[src/rtl/core/t2i_pkg.sv]
package t2i_pkg;

	// parser phases
	localparam logic [2:0] PH_IDLE   = 3'd0;
	localparam logic [2:0] PH_SKIP   = 3'd1;
	localparam logic [2:0] PH_SIGNED = 3'd2;
	localparam logic [2:0] PH_ZERO   = 3'd3;
	localparam logic [2:0] PH_HEXPFX = 3'd4;
	localparam logic [2:0] PH_DIGITS = 3'd5;

	localparam logic [7:0] CH_SPACE = 8'h20;
	localparam logic [7:0] CH_TAB   = 8'h09;
	localparam logic [7:0] CH_CR    = 8'h0d;
	localparam logic [7:0] CH_PLUS  = 8'h2b;
	localparam logic [7:0] CH_MINUS = 8'h2d;
	localparam logic [7:0] CH_ZERO  = 8'h30;
	localparam logic [7:0] CH_NINE  = 8'h39;
	localparam logic [7:0] CH_UA    = 8'h41;
	localparam logic [7:0] CH_UZ    = 8'h5a;
	localparam logic [7:0] CH_LA    = 8'h61;
	localparam logic [7:0] CH_LZ    = 8'h7a;
	localparam logic [7:0] CH_UX    = 8'h58;
	localparam logic [7:0] CH_LX    = 8'h78;
	localparam logic [7:0] CH_UA_OFS = 8'h37;  // 'A' - 10
	localparam logic [7:0] CH_LA_OFS = 8'h57;  // 'a' - 10

	localparam logic [6:0] DIGIT_NONE = 7'd64;

	localparam logic [5:0] BASE_AUTO = 6'd0;
	localparam logic [5:0] BASE_OCT  = 6'd8;
	localparam logic [5:0] BASE_DEC  = 6'd10;
	localparam logic [5:0] BASE_HEX  = 6'd16;

	// magnitude limits for positive and negative results
	localparam logic [31:0] MAG_POS_LIMIT = 32'h7fff_ffff;
	localparam logic [31:0] MAG_NEG_LIMIT = 32'h8000_0000;

	function automatic logic [6:0] digit_of(input logic [7:0] c);
		logic [7:0] r;
		r = {1'b0, DIGIT_NONE};
		if (c >= CH_ZERO && c <= CH_NINE)
			r = c - CH_ZERO;
		else if (c >= CH_UA && c <= CH_UZ)
			r = c - CH_UA_OFS;
		else if (c >= CH_LA && c <= CH_LZ)
			r = c - CH_LA_OFS;
		return r[6:0];
	endfunction

	function automatic logic is_space(input logic [7:0] c);
		return (c == CH_SPACE) || (c >= CH_TAB && c <= CH_CR);
	endfunction

endpackage

[src/rtl/core/text_to_int32_parser_core.sv]
// channel | dir | handshake            | payload
// --------+-----+----------------------+------------------------------------------
// in      | in  | in_valid / in_stall  | ch, start_req
// out     | out | out_valid / out_stall| value, range_error, converted, end_offset
// cfg     | in  | cfg_we               | cfg_wdata (number base)
//
// One character per cycle unless a stalled result holds the input: an input
// register feeds one step of the parser (one 32x6 multiply-add with a limit
// compare) into the result register, which takes the terminating character's result.
// arst_n clears the handshake state, the phase and the base register.
// in_stall rises only while a character waits in the input register and the
// result register holds an untaken result.
module text_to_int32_parser_core #(
	parameter int POSITION_LIMIT = 65535
) (
	input  logic               clk,
	input  logic               arst_n,
	input  logic               cfg_we,
	input  logic [5:0]         cfg_wdata,
	input  logic               in_valid,
	output logic               in_stall,
	input  logic [7:0]         ch,
	input  logic               start_req,
	output logic               out_valid,
	input  logic               out_stall,
	output logic signed [31:0] value,
	output logic               range_error,
	output logic               converted,
	output logic [15:0]        end_offset
);
	import t2i_pkg::*;

	localparam int PW = $clog2(POSITION_LIMIT + 1);

	logic [5:0]    base_cfg_q;
	logic          valid_s1;
	logic [7:0]    ch_s1;
	logic          start_s1;

	logic [2:0]    phase_q;
	logic          neg_q;
	logic [5:0]    base_q;
	logic [31:0]   acc_q;
	logic          ovf_q;
	logic          anyd_q;
	logic [PW-1:0] pos_q;

	logic [2:0]    ph;
	logic          neg;
	logic [5:0]    base;
	logic [31:0]   acc;
	logic          ovf;
	logic          anyd;
	logic [PW-1:0] pos;
	logic          nstart;
	logic          dstep;
	logic          emit;
	logic [6:0]    dig;
	logic [38:0]   prod;
	logic [38:0]   lim;
	logic [31:0]   mag;

	logic          out_valid_q;
	logic          adv;
	logic          in_xfer;

	assign adv      = valid_s1 && !(out_valid_q && out_stall);
	assign in_stall = valid_s1 && !adv;
	assign in_xfer  = in_valid && !in_stall;
	assign dig      = digit_of(ch_s1);

	always_comb begin
		ph     = phase_q;
		neg    = neg_q;
		base   = base_q;
		acc    = acc_q;
		ovf    = ovf_q;
		anyd   = anyd_q;
		pos    = pos_q;
		nstart = 1'b0;
		dstep  = 1'b0;
		emit   = 1'b0;
		prod   = '0;
		lim    = '0;
		if (start_s1) begin
			ph   = PH_SKIP;
			neg  = 1'b0;
			base = base_cfg_q;
			acc  = '0;
			ovf  = 1'b0;
			anyd = 1'b0;
			pos  = '0;
		end else if (phase_q != PH_IDLE && pos_q < PW'(POSITION_LIMIT)) begin
			pos = pos_q + 1'b1;
		end
		if (valid_s1 && (start_s1 || phase_q != PH_IDLE)) begin
			case (ph)
				PH_SKIP: begin
					if (is_space(ch_s1)) begin
						ph = PH_SKIP;
					end else if (ch_s1 == CH_MINUS) begin
						neg = 1'b1;
						ph  = PH_SIGNED;
					end else if (ch_s1 == CH_PLUS) begin
						ph = PH_SIGNED;
					end else begin
						nstart = 1'b1;
					end
				end
				PH_SIGNED: nstart = 1'b1;
				PH_ZERO: begin
					if (ch_s1 == CH_LX || ch_s1 == CH_UX) begin
						base = BASE_HEX;
						ph   = PH_HEXPFX;
					end else begin
						// the leading zero counts as a digit; accumulator stays zero
						if (base == BASE_AUTO)
							base = BASE_OCT;
						anyd  = 1'b1;
						dstep = 1'b1;
					end
				end
				PH_HEXPFX, PH_DIGITS: dstep = 1'b1;
				default: ph = PH_IDLE;
			endcase
			if (nstart) begin
				if ((base == BASE_AUTO || base == BASE_HEX) && ch_s1 == CH_ZERO) begin
					ph = PH_ZERO;
				end else begin
					if (base == BASE_AUTO)
						base = BASE_DEC;
					dstep = 1'b1;
				end
			end
			if (dstep) begin
				if (dig >= {1'b0, base}) begin
					emit = 1'b1;
					ph   = PH_IDLE;
				end else begin
					anyd = 1'b1;
					ph   = PH_DIGITS;
					if (!ovf) begin
						lim  = neg ? 39'(MAG_NEG_LIMIT) : 39'(MAG_POS_LIMIT);
						prod = 39'(acc) * 39'(base) + 39'(dig);
						if (prod > lim) begin
							ovf = 1'b1;
							acc = lim[31:0];
						end else begin
							acc = prod[31:0];
						end
					end
				end
			end
		end
		mag = anyd ? acc : '0;
	end

	always_ff @(posedge clk or negedge arst_n) begin
		if (!arst_n) begin
			base_cfg_q <= BASE_AUTO;
		end else if (cfg_we) begin
			base_cfg_q <= cfg_wdata;
		end
	end

	always_ff @(posedge clk or negedge arst_n) begin
		if (!arst_n) begin
			valid_s1 <= 1'b0;
		end else if (in_xfer) begin
			valid_s1 <= 1'b1;
		end else if (adv) begin
			valid_s1 <= 1'b0;
		end
	end

	always_ff @(posedge clk) begin
		if (in_xfer) begin
			ch_s1    <= ch;
			start_s1 <= start_req;
		end
	end

	always_ff @(posedge clk or negedge arst_n) begin
		if (!arst_n) begin
			phase_q <= PH_IDLE;
			neg_q   <= 1'b0;
			base_q  <= '0;
			acc_q   <= '0;
			ovf_q   <= 1'b0;
			anyd_q  <= 1'b0;
			pos_q   <= '0;
		end else if (adv) begin
			phase_q <= ph;
			neg_q   <= neg;
			base_q  <= base;
			acc_q   <= acc;
			ovf_q   <= ovf;
			anyd_q  <= anyd;
			pos_q   <= pos;
		end
	end

	always_ff @(posedge clk or negedge arst_n) begin
		if (!arst_n) begin
			out_valid_q <= 1'b0;
		end else if (adv && emit) begin
			out_valid_q <= 1'b1;
		end else if (!out_stall) begin
			out_valid_q <= 1'b0;
		end
	end

	always_ff @(posedge clk) begin
		if (adv && emit) begin
			value       <= neg ? $signed(32'd0 - mag) : $signed(mag);
			range_error <= ovf;
			converted   <= anyd;
			end_offset  <= anyd ? 16'(pos) : 16'd0;
		end
	end

	assign out_valid = out_valid_q;

endmodule

[config.mk]
export PLATFORM = sky130hd
export DESIGN_NAME = text_to_int32_parser_core
export DESIGN_NICKNAME = d
export VERILOG_FILES = /design/src/rtl/core/t2i_pkg.sv /design/src/rtl/core/text_to_int32_parser_core.sv
export SDC_FILE = /design/constraint.sdc
export NUM_CORES = 1
export LEC_CHECK = 0
export BUFFER_PORTS_ARGS = -buffer_cell sky130_fd_sc_hd__clkbuf_2
export CORE_ASPECT_RATIO = 0.9
export CORE_MARGIN = 2
export CORE_UTILIZATION = 55
export CTS_CLUSTER_SIZE = 30
export DETAILED_ROUTE_END_ITERATION = 10
export MAX_ROUTING_LAYER = met4
export PLACE_DENSITY = 0.73
export SYNTH_ARGS = -nofsm -noshare
export SYNTH_HDL_FRONTEND = slang
export SYNTH_SLANG_ARGS = --single-unit
[constraint.sdc]
create_clock -name clk -period 14.91 [get_ports clk]
set_input_delay 2.2365 -clock clk [delete_from_list [all_inputs] [get_ports clk]]
set_output_delay 2.2365 -clock clk [all_outputs]
set_load 0.02 [all_outputs]
==> flow_metrics.tcl <==
set metrics [dict create \
    design.die.area_mm2 0.0288 \
    fmax_ghz 0.0731 \
    coreArea_mm2 0.0270 \
    globalRoute.totalOverflow 0 \
    drtPass1Iterations 5 \
    avgViaCountPerCell 6.22 \
    final_cycle_share_pct 91.7 \
    netlist_instances 1799 \
    crit_path_max_fo 50 \
    syn-mean-instance-area_um2 8.40 \
    status "finished, final reports clean" \
    synth_flop_cell "sky130_fd_sc_hd__dfrtp_1" \
    clkTransAtPathRegs_ns 0.06 \
    post_cts.resized_instances 0 \
    grt_start_max_net_pins 69 \
    dr.first_iter.drc_count 1325 \
    ir_worst_vdd_mv 0.0794 \
    final-hold-violation-count 0 \
    timing.final.max_slew_violations 0 \
    core.rowCount 57 \
    cts-htree-levels 4 \
    tritoncts "built" \
    max-clock-path-buffers 2 \
    worst_skew_pair.late_latency_ns 0.45 \
    path_common_cell "sky130_fd_sc_hd__inv_1" \
    yosys_register_bits 127 \
    worst-slew-pin-transition_ns 0.993 \
    post_layout_nonfiller_instances 2191 \
    place_worst_setup_slack_ns 1.68 \
    cts_hold_repair.buffers 0 \
    setup_slack_after_layout_ns 1.24 \
    post-route-min-period_ns 13.67 \
    timing.critical_path.required_ns 15.10 \
    share_of_the_core_filled_with_cells_pct 60.4 \
    critical_path_class "reg2reg" \
    grt_first_pass_wirelength_um 73300 \
    antenna_cells_inserted 0 \
    cts_setup_buffers 0 \
    maxCapViolations 0 \
    placement.io_buffers 71 \
    cpPeakStageDelay_ns 0.80 \
    dp.final_hpwl_um 34800 \
    kind_of_path_behind_the_tightest_hold_check "reg2reg" \
    i_o_pins 72 \
    critPathTopFamily "compound AO/OA/AOI/OAI gates" \
    postSynthNetCount 2077 \
    ffs_w_async_s_r_synth_pct 53.5 \
    layout-area-overhead-vs-synth_pct 8.07 \
    end_kind "register" \
    cell_type_with_the_largest_total_area_after_synthesis "sky130_fd_sc_hd__fa_1" \
    number_of_synthesized_flops_with_an_enable_pin 59 \
    synthesis_warning_total 0 \
    fp.dieW_um 179 \
    grt_pass1_vias 13700 \
    tns_ns 0 \
    die_height_um 161 \
    tritoncts_num_sinks 127 \
    cts_root_buf "sky130_fd_sc_hd__clkbuf_16" \
    track_usage_pct 33.7 \
    antenna_found_initial 0 \
    power.leakage_uw 0.00787 \
    synth_largest_type_area_fraction_pct 16.6 \
    synth_top_cells_by_area "sky130_fd_sc_hd__fa_1 17%, sky130_fd_sc_hd__edfxtp_1 12%, sky130_fd_sc_hd__dfrtp_1 11%, sky130_fd_sc_hd__ha_1 11%, sky130_fd_sc_hd__nand2_1 6.6%" \
    critPathArrivalTime_ns 13.86 \
    max-slew-margin-rel_pct 33.3 \
    share_of_cells_above_drive_strength_1_pct 8.87 \
    number_of_endpoints_failing_setup_at_the_final_stage 0 \
    cts_made_buffers 17 \
    placedCellCount 2159 \
    path_buf_inv 10 \
    detail_route.drc_violations 0 \
    start_util_pct 55.9 \
    sequential_area_share_after_synthesis_pct 23.0 \
    postRouteWirelength_um 44600 \
    fill_cells 2414 \
    post_synth_instance_area_mm2 0.0151 \
    wl_per_cell_um 20.4 \
    power_per_cell_area_mw_per_mm2 87.1 \
    critPathLaunchType "register" \
    place.gp.congestion 0.993 \
    synthDistinctLibCells 88 \
    ant_nets 0 \
    fin_skew_ns 0.0254 \
    rsz0062_at_grt "false" \
    num_vias 13600 \
    fin_nets 2102 \
    slowest_stage "sky130_fd_sc_hd__a21oi_1" \
]
[cell families after synthesis]
family	count (synthesis)	synth area share, %
AOI/OAI and AO/OA	393	16.9
adders and majority gates	258	27.6
and+or+nand+nor	720	21.6
muxes	19	1.32
buffers and inverters	209	5.40
DFF	127	23.0
xor gates and xnor gates	73	4.23
[sequential cells by signal, summed over array words and instances (netlist names), 3 cells and up]
name	count
acc_q	32
value	32
end_offset	16
pos_q	16
ch_s1	8
base_cfg_q	6
base_q	6
phase_q	3
[path summary, 6_finish.rpt]
path                       slack, ns                   endpoint             startpoint  depth (start not counted)
min in group asynchronous       2.01  base_cfg_q[5]$_DFFE_PN0P_                 arst_n                          2
max in group asynchronous      12.28      acc_q[21]$_DFFE_PN0P_                 arst_n                          2
setup / recovery                1.24        value[28]$_DFFE_PP_     start_s1$_DFFE_PP_                         45
hold / removal                  0.47      base_q[3]$_DFFE_PN0P_  base_q[3]$_DFFE_PN0P_                          2
hold reg to reg                 0.47      base_q[3]$_DFFE_PN0P_  base_q[3]$_DFFE_PN0P_                          2
setup reg to reg                1.24        value[28]$_DFFE_PP_     start_s1$_DFFE_PP_                         45
[Yosys cell counts (32+ instances only)]
cell type	count
sky130_fd_sc_hd__edfxtp_1	59
sky130_fd_sc_hd__nand2_1	267
sky130_fd_sc_hd__a21oi_1	121
sky130_fd_sc_hd__o21ai_0	91
sky130_fd_sc_hd__inv_1	124
sky130_fd_sc_hd__fa_1	125
sky130_fd_sc_hd__nor2_1	232
sky130_fd_sc_hd__ha_1	133
sky130_fd_sc_hd__xnor2_1	44
sky130_fd_sc_hd__nand3_1	50
sky130_fd_sc_hd__nor3_1	32
sky130_fd_sc_hd__clkbuf_1	54
sky130_fd_sc_hd__dfrtp_1	68
[per-layer routing]
metal  part of all wire, %  vias to the layer above  track usage, %
li1                      -                     6289               -
met1                    41                     6597            42.7
met2                    48                      626            53.4
met3                   7.6                      125            5.96
met4                   4.2                        0            13.7
met5                     0                        -               -
[final cells by class]
class	instances	area (um2)	area share (%)
Tap cell	354	443	2.71
Multi-Input combinational cell	1463	10900	66.4
Inverter	126	473	2.89
Clock inverter	14	174	1.06
Sequential cell	127	3470	21.3
Timing Repair Buffer	89	490	3.00
Clock buffer	18	429	2.63
[metrics by stage]
step                      total power [uW]  instance area, um2  hold WS, ns
after floorplan                        819               15100        0.446
after global placement                 975               15700        0.460
after detailed placement               985               15700        0.467
after CTS                             1420               16300        0.479
after global routing                  1500               16300        0.529
final                                 1420               16300        0.474
[power by group]
group | internal (uW) | switching (uW)
sequential | 428 | 41.2
combinational | 149 | 372
clock | 252 | 181
total | 829 | 594
[layout by cell type (no fill, tap or decap), types with 19 or more instances in the layout]
master and n:
sky130_fd_sc_hd__a21o_1 19, sky130_fd_sc_hd__a21oi_1 121, sky130_fd_sc_hd__nand2_1 266, sky130_fd_sc_hd__xor2_1 29
sky130_fd_sc_hd__o21ai_0 91, sky130_fd_sc_hd__edfxtp_1 59, sky130_fd_sc_hd__xnor2_1 44, sky130_fd_sc_hd__nor2_1 231
sky130_fd_sc_hd__nor3_1 31, sky130_fd_sc_hd__clkbuf_2 70, sky130_fd_sc_hd__nand4_1 20, sky130_fd_sc_hd__nand3_1 50
sky130_fd_sc_hd__nor2b_1 27, sky130_fd_sc_hd__fa_1 125, sky130_fd_sc_hd__a31oi_1 19, sky130_fd_sc_hd__ha_1 133
sky130_fd_sc_hd__inv_1 124, sky130_fd_sc_hd__dfrtp_1 68
[worst min-delay path, stage by stage, from the launching register on]
cell,delay [ns]
sky130_fd_sc_hd__dfrtp_1,0.34
sky130_fd_sc_hd__nand2_1,0.04
sky130_fd_sc_hd__o21ai_0,0.06
No activity file was read; power rests on OpenSTA's default activity.
